<file path="config.mk">
export PLATFORM = sky130hd
export DESIGN_NAME = periodic_task_dispatcher_core
export DESIGN_NICKNAME = d
export VERILOG_FILES = /design/src/sv/ptd_pkg.sv /design/src/sv/periodic_task_dispatcher_core.sv /design/src/sv/ptd_slot_table.sv /design/src/sv/ptd_out_buf.sv /design/src/sv/ptd_seq.sv
export SDC_FILE = /design/constraint.sdc
export NUM_CORES = 1
export LEC_CHECK = 0
export ABC_AREA = 0
export BUFFER_PORTS_ARGS = -buffer_cell sky130_fd_sc_hd__buf_2
export CAP_MARGIN = 25
export CORE_UTILIZATION = 45
export CTS_CLUSTER_SIZE = 40
export DETAILED_ROUTE_END_ITERATION = 8
export GPL_ROUTABILITY_DRIVEN = 0
export PLACE_DENSITY = 0.73
export SYNTH_ARGS = -nofsm -noshare
export SYNTH_HDL_FRONTEND = slang
export SYNTH_SLANG_ARGS = --single-unit
</file>
<file path="constraint.sdc">
create_clock -name clk -period 4.9 [get_ports clk]
set_input_delay 0.245 -clock clk [delete_from_list [all_inputs] [get_ports clk]]
set_output_delay 0.245 -clock clk [all_outputs]
set_load 0.01 [all_outputs]
</file>
<file path="src/sv/ptd_pkg.sv">
package ptd_pkg;

  typedef enum logic [2:0] {
    FN_TICK   = 3'd0,
    FN_CREATE = 3'd1,
    FN_KILL   = 3'd2,
    FN_PAUSE  = 3'd3,
    FN_RESUME = 3'd4
  } func_t;

  typedef enum logic [1:0] {
    RS_READY     = 2'd0,
    RS_DORMANT   = 2'd1,
    RS_SUSPENDED = 2'd2
  } run_state_t;

  typedef enum logic [2:0] {
    WR_NONE,
    WR_CREATE,
    WR_KILL,
    WR_PAUSE,
    WR_READY,
    WR_COUNT
  } wr_op_t;

  typedef enum logic [2:0] {
    ST_IDLE,
    ST_WALK,
    ST_RMATCH,
    ST_RPASS,
    ST_FIN
  } seq_state_t;

  typedef struct packed {
    wr_op_t      op;
    logic [2:0]  idx;
    logic [7:0]  name;
    logic [15:0] period;
    logic [15:0] count;
  } tbl_wr_t;

  typedef struct packed {
    logic        active;
    logic [7:0]  name;
    logic [15:0] period;
    logic [15:0] countdown;
    run_state_t  rs;
  } slot_ent_t;

  typedef struct packed {
    logic can_emit;
    logic pending;
    logic out_free;
  } buf_stat_t;

endpackage

</file>
<file path="src/sv/periodic_task_dispatcher_core.sv">
// Time-triggered task dispatcher with NUM_SLOTS priority-ordered slots. A create item
// is written from idle and leaves the block ready for the next item. Tick, kill and
// pause walk the slot table one slot per cycle through its single read port, a tick
// walk only while a due dispatch can be emitted; resume checks one slot per cycle and
// runs a full tick walk, held the same way, after each name match. Each dispatch is one
// result item; the last result of an item carries out_last. A stalled output holds a
// walk when a dispatch is ready while a result still waits in the output register,
// since one result is held back until the block knows whether it is the final one.
module periodic_task_dispatcher_core #(
  parameter int NUM_SLOTS = 8
) (
  input  logic        clk,
  input  logic        rst_n,
  input  logic        in_valid,
  output logic        in_stall,
  input  logic [2:0]  in_func,
  input  logic [2:0]  in_slot,
  input  logic [7:0]  in_task_name,
  input  logic [15:0] in_period,
  input  logic [7:0]  in_first_delay,
  output logic        out_valid,
  input  logic        out_stall,
  output logic [2:0]  out_dispatch_slot,
  output logic [7:0]  out_dispatch_name,
  output logic        out_last
);

  localparam int IDXW = (NUM_SLOTS > 1) ? $clog2(NUM_SLOTS) : 1;

  logic [IDXW-1:0]     rd_idx;
  ptd_pkg::slot_ent_t  rd_ent;
  ptd_pkg::tbl_wr_t    wr;
  ptd_pkg::buf_stat_t  stat;
  logic                emit;
  logic [2:0]          emit_slot;
  logic [7:0]          emit_name;
  logic                flush;

  ptd_slot_table #(.NUM_SLOTS(NUM_SLOTS)) u_table (
    .clk    (clk),
    .rst_n  (rst_n),
    .rd_idx (rd_idx),
    .rd_ent (rd_ent),
    .wr     (wr)
  );

  ptd_seq #(.NUM_SLOTS(NUM_SLOTS)) u_seq (
    .clk            (clk),
    .rst_n          (rst_n),
    .in_valid       (in_valid),
    .in_stall       (in_stall),
    .in_func        (in_func),
    .in_slot        (in_slot),
    .in_task_name   (in_task_name),
    .in_period      (in_period),
    .in_first_delay (in_first_delay),
    .rd_idx         (rd_idx),
    .rd_ent         (rd_ent),
    .wr             (wr),
    .stat           (stat),
    .emit           (emit),
    .emit_slot      (emit_slot),
    .emit_name      (emit_name),
    .flush          (flush)
  );

  ptd_out_buf u_out (
    .clk               (clk),
    .rst_n             (rst_n),
    .emit              (emit),
    .emit_slot         (emit_slot),
    .emit_name         (emit_name),
    .flush             (flush),
    .stat              (stat),
    .out_valid         (out_valid),
    .out_stall         (out_stall),
    .out_dispatch_slot (out_dispatch_slot),
    .out_dispatch_name (out_dispatch_name),
    .out_last          (out_last)
  );

endmodule

</file>
<file path="src/sv/ptd_slot_table.sv">
module ptd_slot_table #(
  parameter int NUM_SLOTS = 8
) (
  input  logic                                    clk,
  input  logic                                    rst_n,
  input  logic [((NUM_SLOTS > 1) ? $clog2(NUM_SLOTS) : 1)-1:0] rd_idx,
  output ptd_pkg::slot_ent_t                      rd_ent,
  input  ptd_pkg::tbl_wr_t                        wr
);

  localparam int IDXW = (NUM_SLOTS > 1) ? $clog2(NUM_SLOTS) : 1;

  logic                 active_r [NUM_SLOTS];
  logic [7:0]           name_r   [NUM_SLOTS];
  logic [15:0]          period_r [NUM_SLOTS];
  logic [15:0]          count_r  [NUM_SLOTS];
  ptd_pkg::run_state_t  rs_r     [NUM_SLOTS];
  logic [IDXW-1:0]      widx;

  assign widx = wr.idx[IDXW-1:0];

  always_comb begin
    rd_ent.active    = active_r[rd_idx];
    rd_ent.name      = name_r[rd_idx];
    rd_ent.period    = period_r[rd_idx];
    rd_ent.countdown = count_r[rd_idx];
    rd_ent.rs        = rs_r[rd_idx];
  end

  always_ff @(posedge clk) begin
    if (!rst_n) begin
      for (int k = 0; k < NUM_SLOTS; k++) begin
        active_r[k] <= 1'b0;
        name_r[k]   <= '0;
        period_r[k] <= '0;
        count_r[k]  <= '0;
        rs_r[k]     <= ptd_pkg::RS_READY;
      end
    end else begin
      case (wr.op)
        ptd_pkg::WR_CREATE: begin
          active_r[widx] <= 1'b1;
          name_r[widx]   <= wr.name;
          period_r[widx] <= wr.period;
          count_r[widx]  <= wr.count;
          rs_r[widx]     <= ptd_pkg::RS_READY;
        end
        ptd_pkg::WR_KILL: begin
          active_r[widx] <= 1'b0;
          name_r[widx]   <= '0;
          period_r[widx] <= '0;
        end
        ptd_pkg::WR_PAUSE: begin
          rs_r[widx] <= ptd_pkg::RS_SUSPENDED;
        end
        ptd_pkg::WR_READY: begin
          rs_r[widx] <= ptd_pkg::RS_READY;
        end
        ptd_pkg::WR_COUNT: begin
          count_r[widx] <= wr.count;
        end
        default: begin
        end
      endcase
    end
  end

endmodule

</file>
<file path="src/sv/ptd_out_buf.sv">
module ptd_out_buf (
  input  logic                clk,
  input  logic                rst_n,
  input  logic                emit,
  input  logic [2:0]          emit_slot,
  input  logic [7:0]          emit_name,
  input  logic                flush,
  output ptd_pkg::buf_stat_t  stat,
  output logic                out_valid,
  input  logic                out_stall,
  output logic [2:0]          out_dispatch_slot,
  output logic [7:0]          out_dispatch_name,
  output logic                out_last
);

  logic       pv_r, pv_nxt;
  logic [2:0] ps_r, ps_nxt;
  logic [7:0] pn_r, pn_nxt;
  logic       ov_r, ov_nxt;
  logic [2:0] os_r, os_nxt;
  logic [7:0] on_r, on_nxt;
  logic       ol_r, ol_nxt;
  logic       out_free;
  logic       load;

  assign out_free      = !ov_r || !out_stall;
  assign stat.out_free = out_free;
  assign stat.pending  = pv_r;
  assign stat.can_emit = !pv_r || out_free;

  always_comb begin
    pv_nxt = pv_r;
    ps_nxt = ps_r;
    pn_nxt = pn_r;
    os_nxt = os_r;
    on_nxt = on_r;
    ol_nxt = ol_r;
    load   = 1'b0;
    if (emit) begin
      if (pv_r) begin
        load   = 1'b1;
        os_nxt = ps_r;
        on_nxt = pn_r;
        ol_nxt = 1'b0;
      end
      pv_nxt = 1'b1;
      ps_nxt = emit_slot;
      pn_nxt = emit_name;
    end else if (flush && pv_r && out_free) begin
      load   = 1'b1;
      os_nxt = ps_r;
      on_nxt = pn_r;
      ol_nxt = 1'b1;
      pv_nxt = 1'b0;
    end
    ov_nxt = load || (ov_r && out_stall);
  end

  always_ff @(posedge clk) begin
    if (!rst_n) begin
      pv_r <= 1'b0;
      ov_r <= 1'b0;
    end else begin
      pv_r <= pv_nxt;
      ov_r <= ov_nxt;
    end
    ps_r <= ps_nxt;
    pn_r <= pn_nxt;
    os_r <= os_nxt;
    on_r <= on_nxt;
    ol_r <= ol_nxt;
  end

  assign out_valid         = ov_r;
  assign out_dispatch_slot = os_r;
  assign out_dispatch_name = on_r;
  assign out_last          = ol_r;

endmodule

</file>
<file path="src/sv/ptd_seq.sv">
module ptd_seq #(
  parameter int NUM_SLOTS = 8
) (
  input  logic                                    clk,
  input  logic                                    rst_n,
  input  logic                                    in_valid,
  output logic                                    in_stall,
  input  logic [2:0]                              in_func,
  input  logic [2:0]                              in_slot,
  input  logic [7:0]                              in_task_name,
  input  logic [15:0]                             in_period,
  input  logic [7:0]                              in_first_delay,
  output logic [((NUM_SLOTS > 1) ? $clog2(NUM_SLOTS) : 1)-1:0] rd_idx,
  input  ptd_pkg::slot_ent_t                      rd_ent,
  output ptd_pkg::tbl_wr_t                        wr,
  input  ptd_pkg::buf_stat_t                      stat,
  output logic                                    emit,
  output logic [2:0]                              emit_slot,
  output logic [7:0]                              emit_name,
  output logic                                    flush
);

  localparam int IDXW = (NUM_SLOTS > 1) ? $clog2(NUM_SLOTS) : 1;
  localparam logic [IDXW-1:0] LAST_IDX = IDXW'(NUM_SLOTS - 1);

  ptd_pkg::seq_state_t state_r, state_nxt;
  ptd_pkg::func_t      mode_r, mode_nxt;
  logic [7:0]          name_r, name_nxt;
  logic [IDXW-1:0]     idx_r, idx_nxt;
  logic [IDXW-1:0]     oidx_r, oidx_nxt;

  ptd_pkg::func_t      func_in;
  logic                match;
  logic                runnable;
  logic                zero;
  logic [15:0]         sub_opd;
  logic [15:0]         sub_res;
  logic                step_hold;

  assign func_in  = ptd_pkg::func_t'(in_func);
  assign rd_idx   = (state_r == ptd_pkg::ST_RMATCH) ? oidx_r : idx_r;
  assign match    = (rd_ent.name == name_r);
  assign runnable = rd_ent.active &&
                    (rd_ent.rs inside {ptd_pkg::RS_READY, ptd_pkg::RS_DORMANT});
  assign zero     = (rd_ent.countdown == 16'd0);

  // One decrementer serves both the reload and the countdown.
  assign sub_opd   = zero ? rd_ent.period : rd_ent.countdown;
  assign sub_res   = sub_opd - 16'd1;
  assign step_hold = runnable && zero && !stat.can_emit;

  assign emit_slot = 3'(rd_idx);
  assign emit_name = rd_ent.name;

  always_comb begin
    state_nxt = state_r;
    mode_nxt  = mode_r;
    name_nxt  = name_r;
    idx_nxt   = idx_r;
    oidx_nxt  = oidx_r;
    wr.op     = ptd_pkg::WR_NONE;
    wr.idx    = 3'(rd_idx);
    wr.name   = name_r;
    wr.period = '0;
    wr.count  = sub_res;
    emit      = 1'b0;
    flush     = 1'b0;
    in_stall  = (state_r != ptd_pkg::ST_IDLE);
    case (state_r)
      ptd_pkg::ST_IDLE: begin
        if (in_valid) begin
          name_nxt = in_task_name;
          mode_nxt = func_in;
          idx_nxt  = '0;
          oidx_nxt = '0;
          case (func_in)
            ptd_pkg::FN_TICK, ptd_pkg::FN_KILL, ptd_pkg::FN_PAUSE: begin
              state_nxt = ptd_pkg::ST_WALK;
            end
            ptd_pkg::FN_RESUME: begin
              state_nxt = ptd_pkg::ST_RMATCH;
            end
            ptd_pkg::FN_CREATE: begin
              if ({1'b0, in_slot} < 4'(NUM_SLOTS)) begin
                wr.op     = ptd_pkg::WR_CREATE;
                wr.idx    = in_slot;
                wr.name   = in_task_name;
                wr.period = in_period;
                wr.count  = {8'd0, in_first_delay};
              end
            end
            default: begin
            end
          endcase
        end
      end
      ptd_pkg::ST_WALK: begin
        case (mode_r)
          ptd_pkg::FN_KILL: begin
            if (match) wr.op = ptd_pkg::WR_KILL;
          end
          ptd_pkg::FN_PAUSE: begin
            if (match) wr.op = ptd_pkg::WR_PAUSE;
          end
          default: begin
            if (runnable && !step_hold) begin
              wr.op = ptd_pkg::WR_COUNT;
              emit  = zero;
            end
          end
        endcase
        if (!((mode_r == ptd_pkg::FN_TICK) && step_hold)) begin
          if (idx_r == LAST_IDX) begin
            state_nxt = ptd_pkg::ST_FIN;
          end else begin
            idx_nxt = idx_r + 1'b1;
          end
        end
      end
      ptd_pkg::ST_RMATCH: begin
        if (match) begin
          wr.op     = ptd_pkg::WR_READY;
          idx_nxt   = '0;
          state_nxt = ptd_pkg::ST_RPASS;
        end else if (oidx_r == LAST_IDX) begin
          state_nxt = ptd_pkg::ST_FIN;
        end else begin
          oidx_nxt = oidx_r + 1'b1;
        end
      end
      ptd_pkg::ST_RPASS: begin
        if (runnable && !step_hold) begin
          wr.op = ptd_pkg::WR_COUNT;
          emit  = zero;
        end
        if (!step_hold) begin
          if (idx_r != LAST_IDX) begin
            idx_nxt = idx_r + 1'b1;
          end else if (oidx_r == LAST_IDX) begin
            state_nxt = ptd_pkg::ST_FIN;
          end else begin
            oidx_nxt  = oidx_r + 1'b1;
            state_nxt = ptd_pkg::ST_RMATCH;
          end
        end
      end
      ptd_pkg::ST_FIN: begin
        flush = 1'b1;
        if (!stat.pending || stat.out_free) state_nxt = ptd_pkg::ST_IDLE;
      end
      default: begin
        state_nxt = ptd_pkg::ST_IDLE;
      end
    endcase
  end

  always_ff @(posedge clk) begin
    if (!rst_n) begin
      state_r <= ptd_pkg::ST_IDLE;
      idx_r   <= '0;
      oidx_r  <= '0;
    end else begin
      state_r <= state_nxt;
      idx_r   <= idx_nxt;
      oidx_r  <= oidx_nxt;
    end
    mode_r <= mode_nxt;
    name_r <= name_nxt;
  end

endmodule

</file>
==> impl_metrics.prom <==
# TYPE chip_impl_metric gauge
chip_impl_info{name="outcome",value="completed"} 1
chip_impl_metric{name="postCtsSetupBuffers",unit=""} 0
chip_impl_metric{name="detailedRoute.firstPassIterationCount",unit=""} 6
chip_impl_metric{name="synth_cell_types",unit=""} 91
chip_impl_metric{name="final_area",unit="mm^2"} 0.0219
chip_impl_metric{name="intPower",unit="mW"} 6.32
chip_impl_metric{name="cp_num_buf_inv",unit=""} 3
chip_impl_metric{name="via_count_of_the_first_global_routing_pass",unit=""} 14800
chip_impl_metric{name="p_sw",unit="mW"} 3.18
chip_impl_metric{name="worst_skew_pair.late_latency",unit="ns"} 0.56
chip_impl_metric{name="power.share.switching",unit="%"} 33.5
chip_impl_info{name="timing.critical_path.mode_cell",value="sky130_fd_sc_hd__buf_4"} 1
chip_impl_info{name="crit_chain",value="or3b_1, buf_12, mux2i_4, nor2_1, buf_4, a22o_1, a2bb2oi_1, nand4_1, nor2_2, a21oi_2, o21ai_1, buf_4, or2_2, nand2_2"} 1
chip_impl_info{name="nature_of_the_critical_path_endpoint",value="register"} 1
chip_impl_metric{name="period_minus_slack",unit="ns"} 4.76
chip_impl_metric{name="final_hold_viol_count",unit=""} 0
chip_impl_info{name="synth_top_cell_by_area",value="sky130_fd_sc_hd__edfxtp_1"} 1
chip_impl_info{name="clock-root-buffer",value="sky130_fd_sc_hd__clkbuf_16"} 1
chip_impl_metric{name="ir_drop_worst_vdd",unit="mV"} 0.235
chip_impl_metric{name="syn_to_final_growth",unit="%"} 14.2
chip_impl_metric{name="clk_transition_reported_paths",unit="ns"} 0.06
chip_impl_metric{name="yosys_register_bits",unit=""} 381
chip_impl_metric{name="floorplan.die_area",unit="mm^2"} 0.0435
chip_impl_metric{name="final.hold.worst_slack",unit="ns"} 0.0313
chip_impl_metric{name="grt_antenna_before_repair",unit=""} 0
chip_impl_metric{name="cts-buffers-inserted",unit=""} 40
chip_impl_metric{name="pwr_total",unit="mW"} 9.50
chip_impl_metric{name="share_of_the_yosys_chip_area_belonging_to_registers",unit="%"} 58.2
chip_impl_metric{name="max_cap_viol_count",unit=""} 0
chip_impl_metric{name="power.share.sequential",unit="%"} 40.3
chip_impl_info{name="critPathLaunchType",value="register"} 1
chip_impl_metric{name="yosysWarnings",unit=""} 0
chip_impl_metric{name="pre_cts_ws",unit="ns"} -0.0247
chip_impl_metric{name="cts.sinks",unit=""} 381
chip_impl_metric{name="cts_h_tree_lvls",unit=""} 2
chip_impl_metric{name="setup_violations",unit=""} 0
chip_impl_metric{name="die_y",unit="um"} 209
chip_impl_info{name="min-delay-path-class",value="input port to register"} 1
chip_impl_metric{name="final_core_utilization",unit="%"} 52.2
chip_impl_metric{name="globalRouteOverflowTotal",unit=""} 0
chip_impl_metric{name="post_drt_via_cell_ratio",unit=""} 6.31
chip_impl_metric{name="finalWorstSetupSlack",unit="ns"} 0.142
chip_impl_metric{name="post_synth.cell_area_avg",unit="um^2"} 11.2
chip_impl_metric{name="crit_arrival",unit="ns"} 4.88
chip_impl_metric{name="hpwl_after_detailed_placement",unit="um"} 38800
chip_impl_metric{name="wire_length_of_the_first_global_routing_pass",unit="um"} 88300
chip_impl_metric{name="finish.net_count",unit=""} 1849
chip_impl_metric{name="synthesis.area",unit="mm^2"} 0.0192
chip_impl_metric{name="slew_of_the_pin_with_the_lowest_slew_margin",unit="ns"} 1.08
chip_impl_metric{name="final_layout_size_suffix_gt1_share",unit="%"} 17.7
chip_impl_metric{name="clk_pwr_share",unit="%"} 30.5
chip_impl_metric{name="drt.antenna.violating_nets",unit=""} 0
chip_impl_info{name="synth_flop_cell",value="sky130_fd_sc_hd__edfxtp_1"} 1
chip_impl_metric{name="drcViolationCount",unit=""} 0
chip_impl_metric{name="timing.critical_path.fanout_max",unit=""} 26
chip_impl_metric{name="fp.coreArea",unit="mm^2"} 0.0420
chip_impl_metric{name="detailroute.via_count",unit=""} 15000
chip_impl_metric{name="power.leakage",unit="nW"} 7.74
chip_impl_metric{name="core.rowCount",unit=""} 75
chip_impl_metric{name="syn_nets",unit=""} 1761
chip_impl_metric{name="synth_enable_flop_cells",unit=""} 354
chip_impl_metric{name="number_of_standard_cells_after_synthesis",unit=""} 1714
chip_impl_metric{name="cp_max_stage_delay",unit="ns"} 0.58
chip_impl_info{name="tritoncts_clock_tree",value="done"} 1
chip_impl_metric{name="floorplan.initialDensity",unit="%"} 45.7
chip_impl_metric{name="max_slew_margin",unit="%"} 28.0
chip_impl_metric{name="gr-usage-all-layers",unit="%"} 26.8
chip_impl_metric{name="clock_tree.buffer_depth",unit=""} 3
chip_impl_metric{name="placed_cells_incl_taps",unit=""} 2287
chip_impl_metric{name="portBuffers",unit=""} 55
chip_impl_info{name="setup.worst_path.class",value="register to register"} 1
chip_impl_info{name="netlist_top_cells_area",value="sky130_fd_sc_hd__edfxtp_1, sky130_fd_sc_hd__nor2_1, sky130_fd_sc_hd__mux2i_1"} 1
chip_impl_metric{name="timing.fmax",unit="GHz"} 0.210
chip_impl_metric{name="detail_route.wl_per_cell",unit="um"} 24.6
chip_impl_info{name="cpLargestDelayFamily",value="simple AND/OR/NAND/NOR gates"} 1
chip_impl_metric{name="postPlaceCellArea",unit="mm^2"} 0.0206
chip_impl_metric{name="synth-async-reset-ratio",unit="%"} 0
chip_impl_metric{name="combinational_group_share_of_total_power",unit="%"} 29.2
chip_impl_metric{name="timing.clock.skew",unit="ns"} 0.0174
chip_impl_metric{name="worst-endpoint-required",unit="ns"} 5.02
chip_impl_metric{name="grt_max_degree",unit=""} 56
chip_impl_metric{name="powerDensity",unit="mW/mm^2"} 433
chip_impl_metric{name="antenna_diode_count",unit=""} 0
chip_impl_metric{name="fin_crit_sh",unit="%"} 97.1
chip_impl_info{name="worst_path_max_delay_cell",value="sky130_fd_sc_hd__nor2_1"} 1
chip_impl_metric{name="dieWidth",unit="um"} 209
chip_impl_metric{name="drt_iter0_markers",unit=""} 2020
chip_impl_metric{name="fillerInstances",unit=""} 3578
chip_impl_metric{name="final-max-slew-violation-count",unit=""} 0
chip_impl_metric{name="io_pins",unit=""} 56
chip_impl_info{name="grt_setup_unrepaired",value="no"} 1
chip_impl_metric{name="synth_top_area_share",unit="%"} 55.4
chip_impl_metric{name="timing.setup.tns",unit="ns"} 0
chip_impl_metric{name="post_layout_nonfiller_instances",unit=""} 2370
chip_impl_metric{name="drt_wl_total",unit="um"} 58400
## sequential cells by signal, summed over array words and instances (netlist names), 3 cells and up
register / cells
u_table.count_r: 128
u_table.period_r: 128
u_table.name_r: 64
u_out.out_dispatch_name: 8
u_out.pn_r: 8
u_seq.name_r: 8
u_table.active_r: 8
u_table.rs_r: 8
u_out.out_dispatch_slot: 3
u_out.ps_r: 3
u_seq.idx_r: 3
u_seq.mode_r: 3
u_seq.oidx_r: 3
u_seq.state_r: 3
## worst min-delay path: cells and delay by family
kind / cells / cell delay [ns]
AO/OA/AOI/OAI: 1 / 0.06
buffers and inverters: 1 / 0.13
AND/OR/NAND/NOR: 1 / 0.09
## layer usage
layer,GRT usage (%),up-vias,wire length [um]
met5,0,-,0
met4,12.9,0,2750
met3,5.72,179,6390
met2,42.3,1006,26900
met1,35.2,7286,22300
li1,-,6484,-
## cells in the final DEF, fill, tap and decap left out, types with 9 or more instances in the layout
| cell | n |
|---|---|
| sky130_fd_sc_hd__o21ai_0 | 29 |
| sky130_fd_sc_hd__or2_2 | 11 |
| sky130_fd_sc_hd__mux2_2 | 21 |
| sky130_fd_sc_hd__a21oi_1 | 92 |
| sky130_fd_sc_hd__o22ai_1 | 13 |
| sky130_fd_sc_hd__a211oi_1 | 20 |
| sky130_fd_sc_hd__nand3_1 | 43 |
| sky130_fd_sc_hd__edfxtp_1 | 354 |
| sky130_fd_sc_hd__a22oi_1 | 11 |
| sky130_fd_sc_hd__buf_2 | 55 |
| sky130_fd_sc_hd__clkbuf_16 | 40 |
| sky130_fd_sc_hd__and3_1 | 15 |
| sky130_fd_sc_hd__mux2i_1 | 109 |
| sky130_fd_sc_hd__dlygate4sd3_1 | 12 |
| sky130_fd_sc_hd__nand2_1 | 189 |
| sky130_fd_sc_hd__nor2_1 | 311 |
| sky130_fd_sc_hd__xnor2_1 | 10 |
| sky130_fd_sc_hd__o21ai_2 | 10 |
| sky130_fd_sc_hd__buf_4 | 86 |
| sky130_fd_sc_hd__inv_1 | 17 |
| sky130_fd_sc_hd__and2_1 | 9 |
| sky130_fd_sc_hd__nor2b_1 | 25 |
| sky130_fd_sc_hd__dfxtp_1 | 25 |
| sky130_fd_sc_hd__nor3_1 | 52 |
| sky130_fd_sc_hd__nor3b_1 | 15 |
| sky130_fd_sc_hd__a31oi_1 | 12 |
| sky130_fd_sc_hd__buf_12 | 11 |
| sky130_fd_sc_hd__clkbuf_1 | 12 |
| sky130_fd_sc_hd__mux4_2 | 24 |
## area by class of cell
type	count	area [um^2]	area share (%)
Clock buffer	57	1110	5.08
Sequential cell	381	11200	51.0
Tap cell	539	674	3.08
Inverter	20	80.1	0.365
Clock inverter	14	110	0.502
Timing Repair Buffer	165	1270	5.80
Multi-Input combinational cell	1194	7500	34.2
## synthesized netlist by cell type, drive strengths merged, types with 11 or more instances
| master | number |
|---|---|
| a211oi | 21 |
| a21oi | 97 |
| a22oi | 12 |
| a31oi | 12 |
| and3 | 15 |
| buf | 53 |
| clkbuf | 66 |
| dfxtp | 27 |
| edfxtp | 354 |
| inv | 20 |
| mux2 | 21 |
| mux2i | 111 |
| mux4 | 24 |
| nand2 | 192 |
| nand3 | 43 |
| nor2 | 316 |
| nor2b | 26 |
| nor3 | 58 |
| nor3b | 16 |
| o21ai | 45 |
| o22ai | 13 |
| or2 | 11 |
| xnor2 | 11 |
## cell families after synthesis
group / count (synthesis) / synth area share [%]
adders and majority gates: 5 / 0.326
AOI/OAI and AO/OA: 279 / 9.75
buffers and inverters: 139 / 3.17
xor gates and xnor gates: 16 / 0.828
DFF: 381 / 58.2
and+or+nand+nor: 738 / 17.8
muxes: 156 / 9.92
## path summary, 6_finish.rpt
kind         slack [ns]        startpoint                          to  cells after the start
max                0.14  u_seq.state_r[2]       u_table.count_r[2][8]                     14
min                0.03        in_slot[0]         u_table.active_r[1]                      3
max reg2reg        0.14  u_seq.state_r[2]       u_table.count_r[2][8]                     14
min reg2reg        0.42     u_out.pn_r[2]  u_out.out_dispatch_name[2]                      0
## power by group through the flow
stage | Sequential, mW | Clock [mW] | Combinational (mW)
after floorplan | 3.83 | 0 | 1.76
after detailed placement | 3.89 | 0 | 2.66
after global routing | 3.84 | 3.04 | 2.91
after global placement | 3.88 | 0 | 2.63
final | 3.83 | 2.90 | 2.77
after CTS | 3.82 | 2.91 | 2.69
## timing repair
item,in CTS,in global routing
hold endpoints to repair,12,0
hold buffers,12,0
gates resized for setup,1,3
endpoints found under the setup margin,16,44
Power figures use the tool's default switching activity.
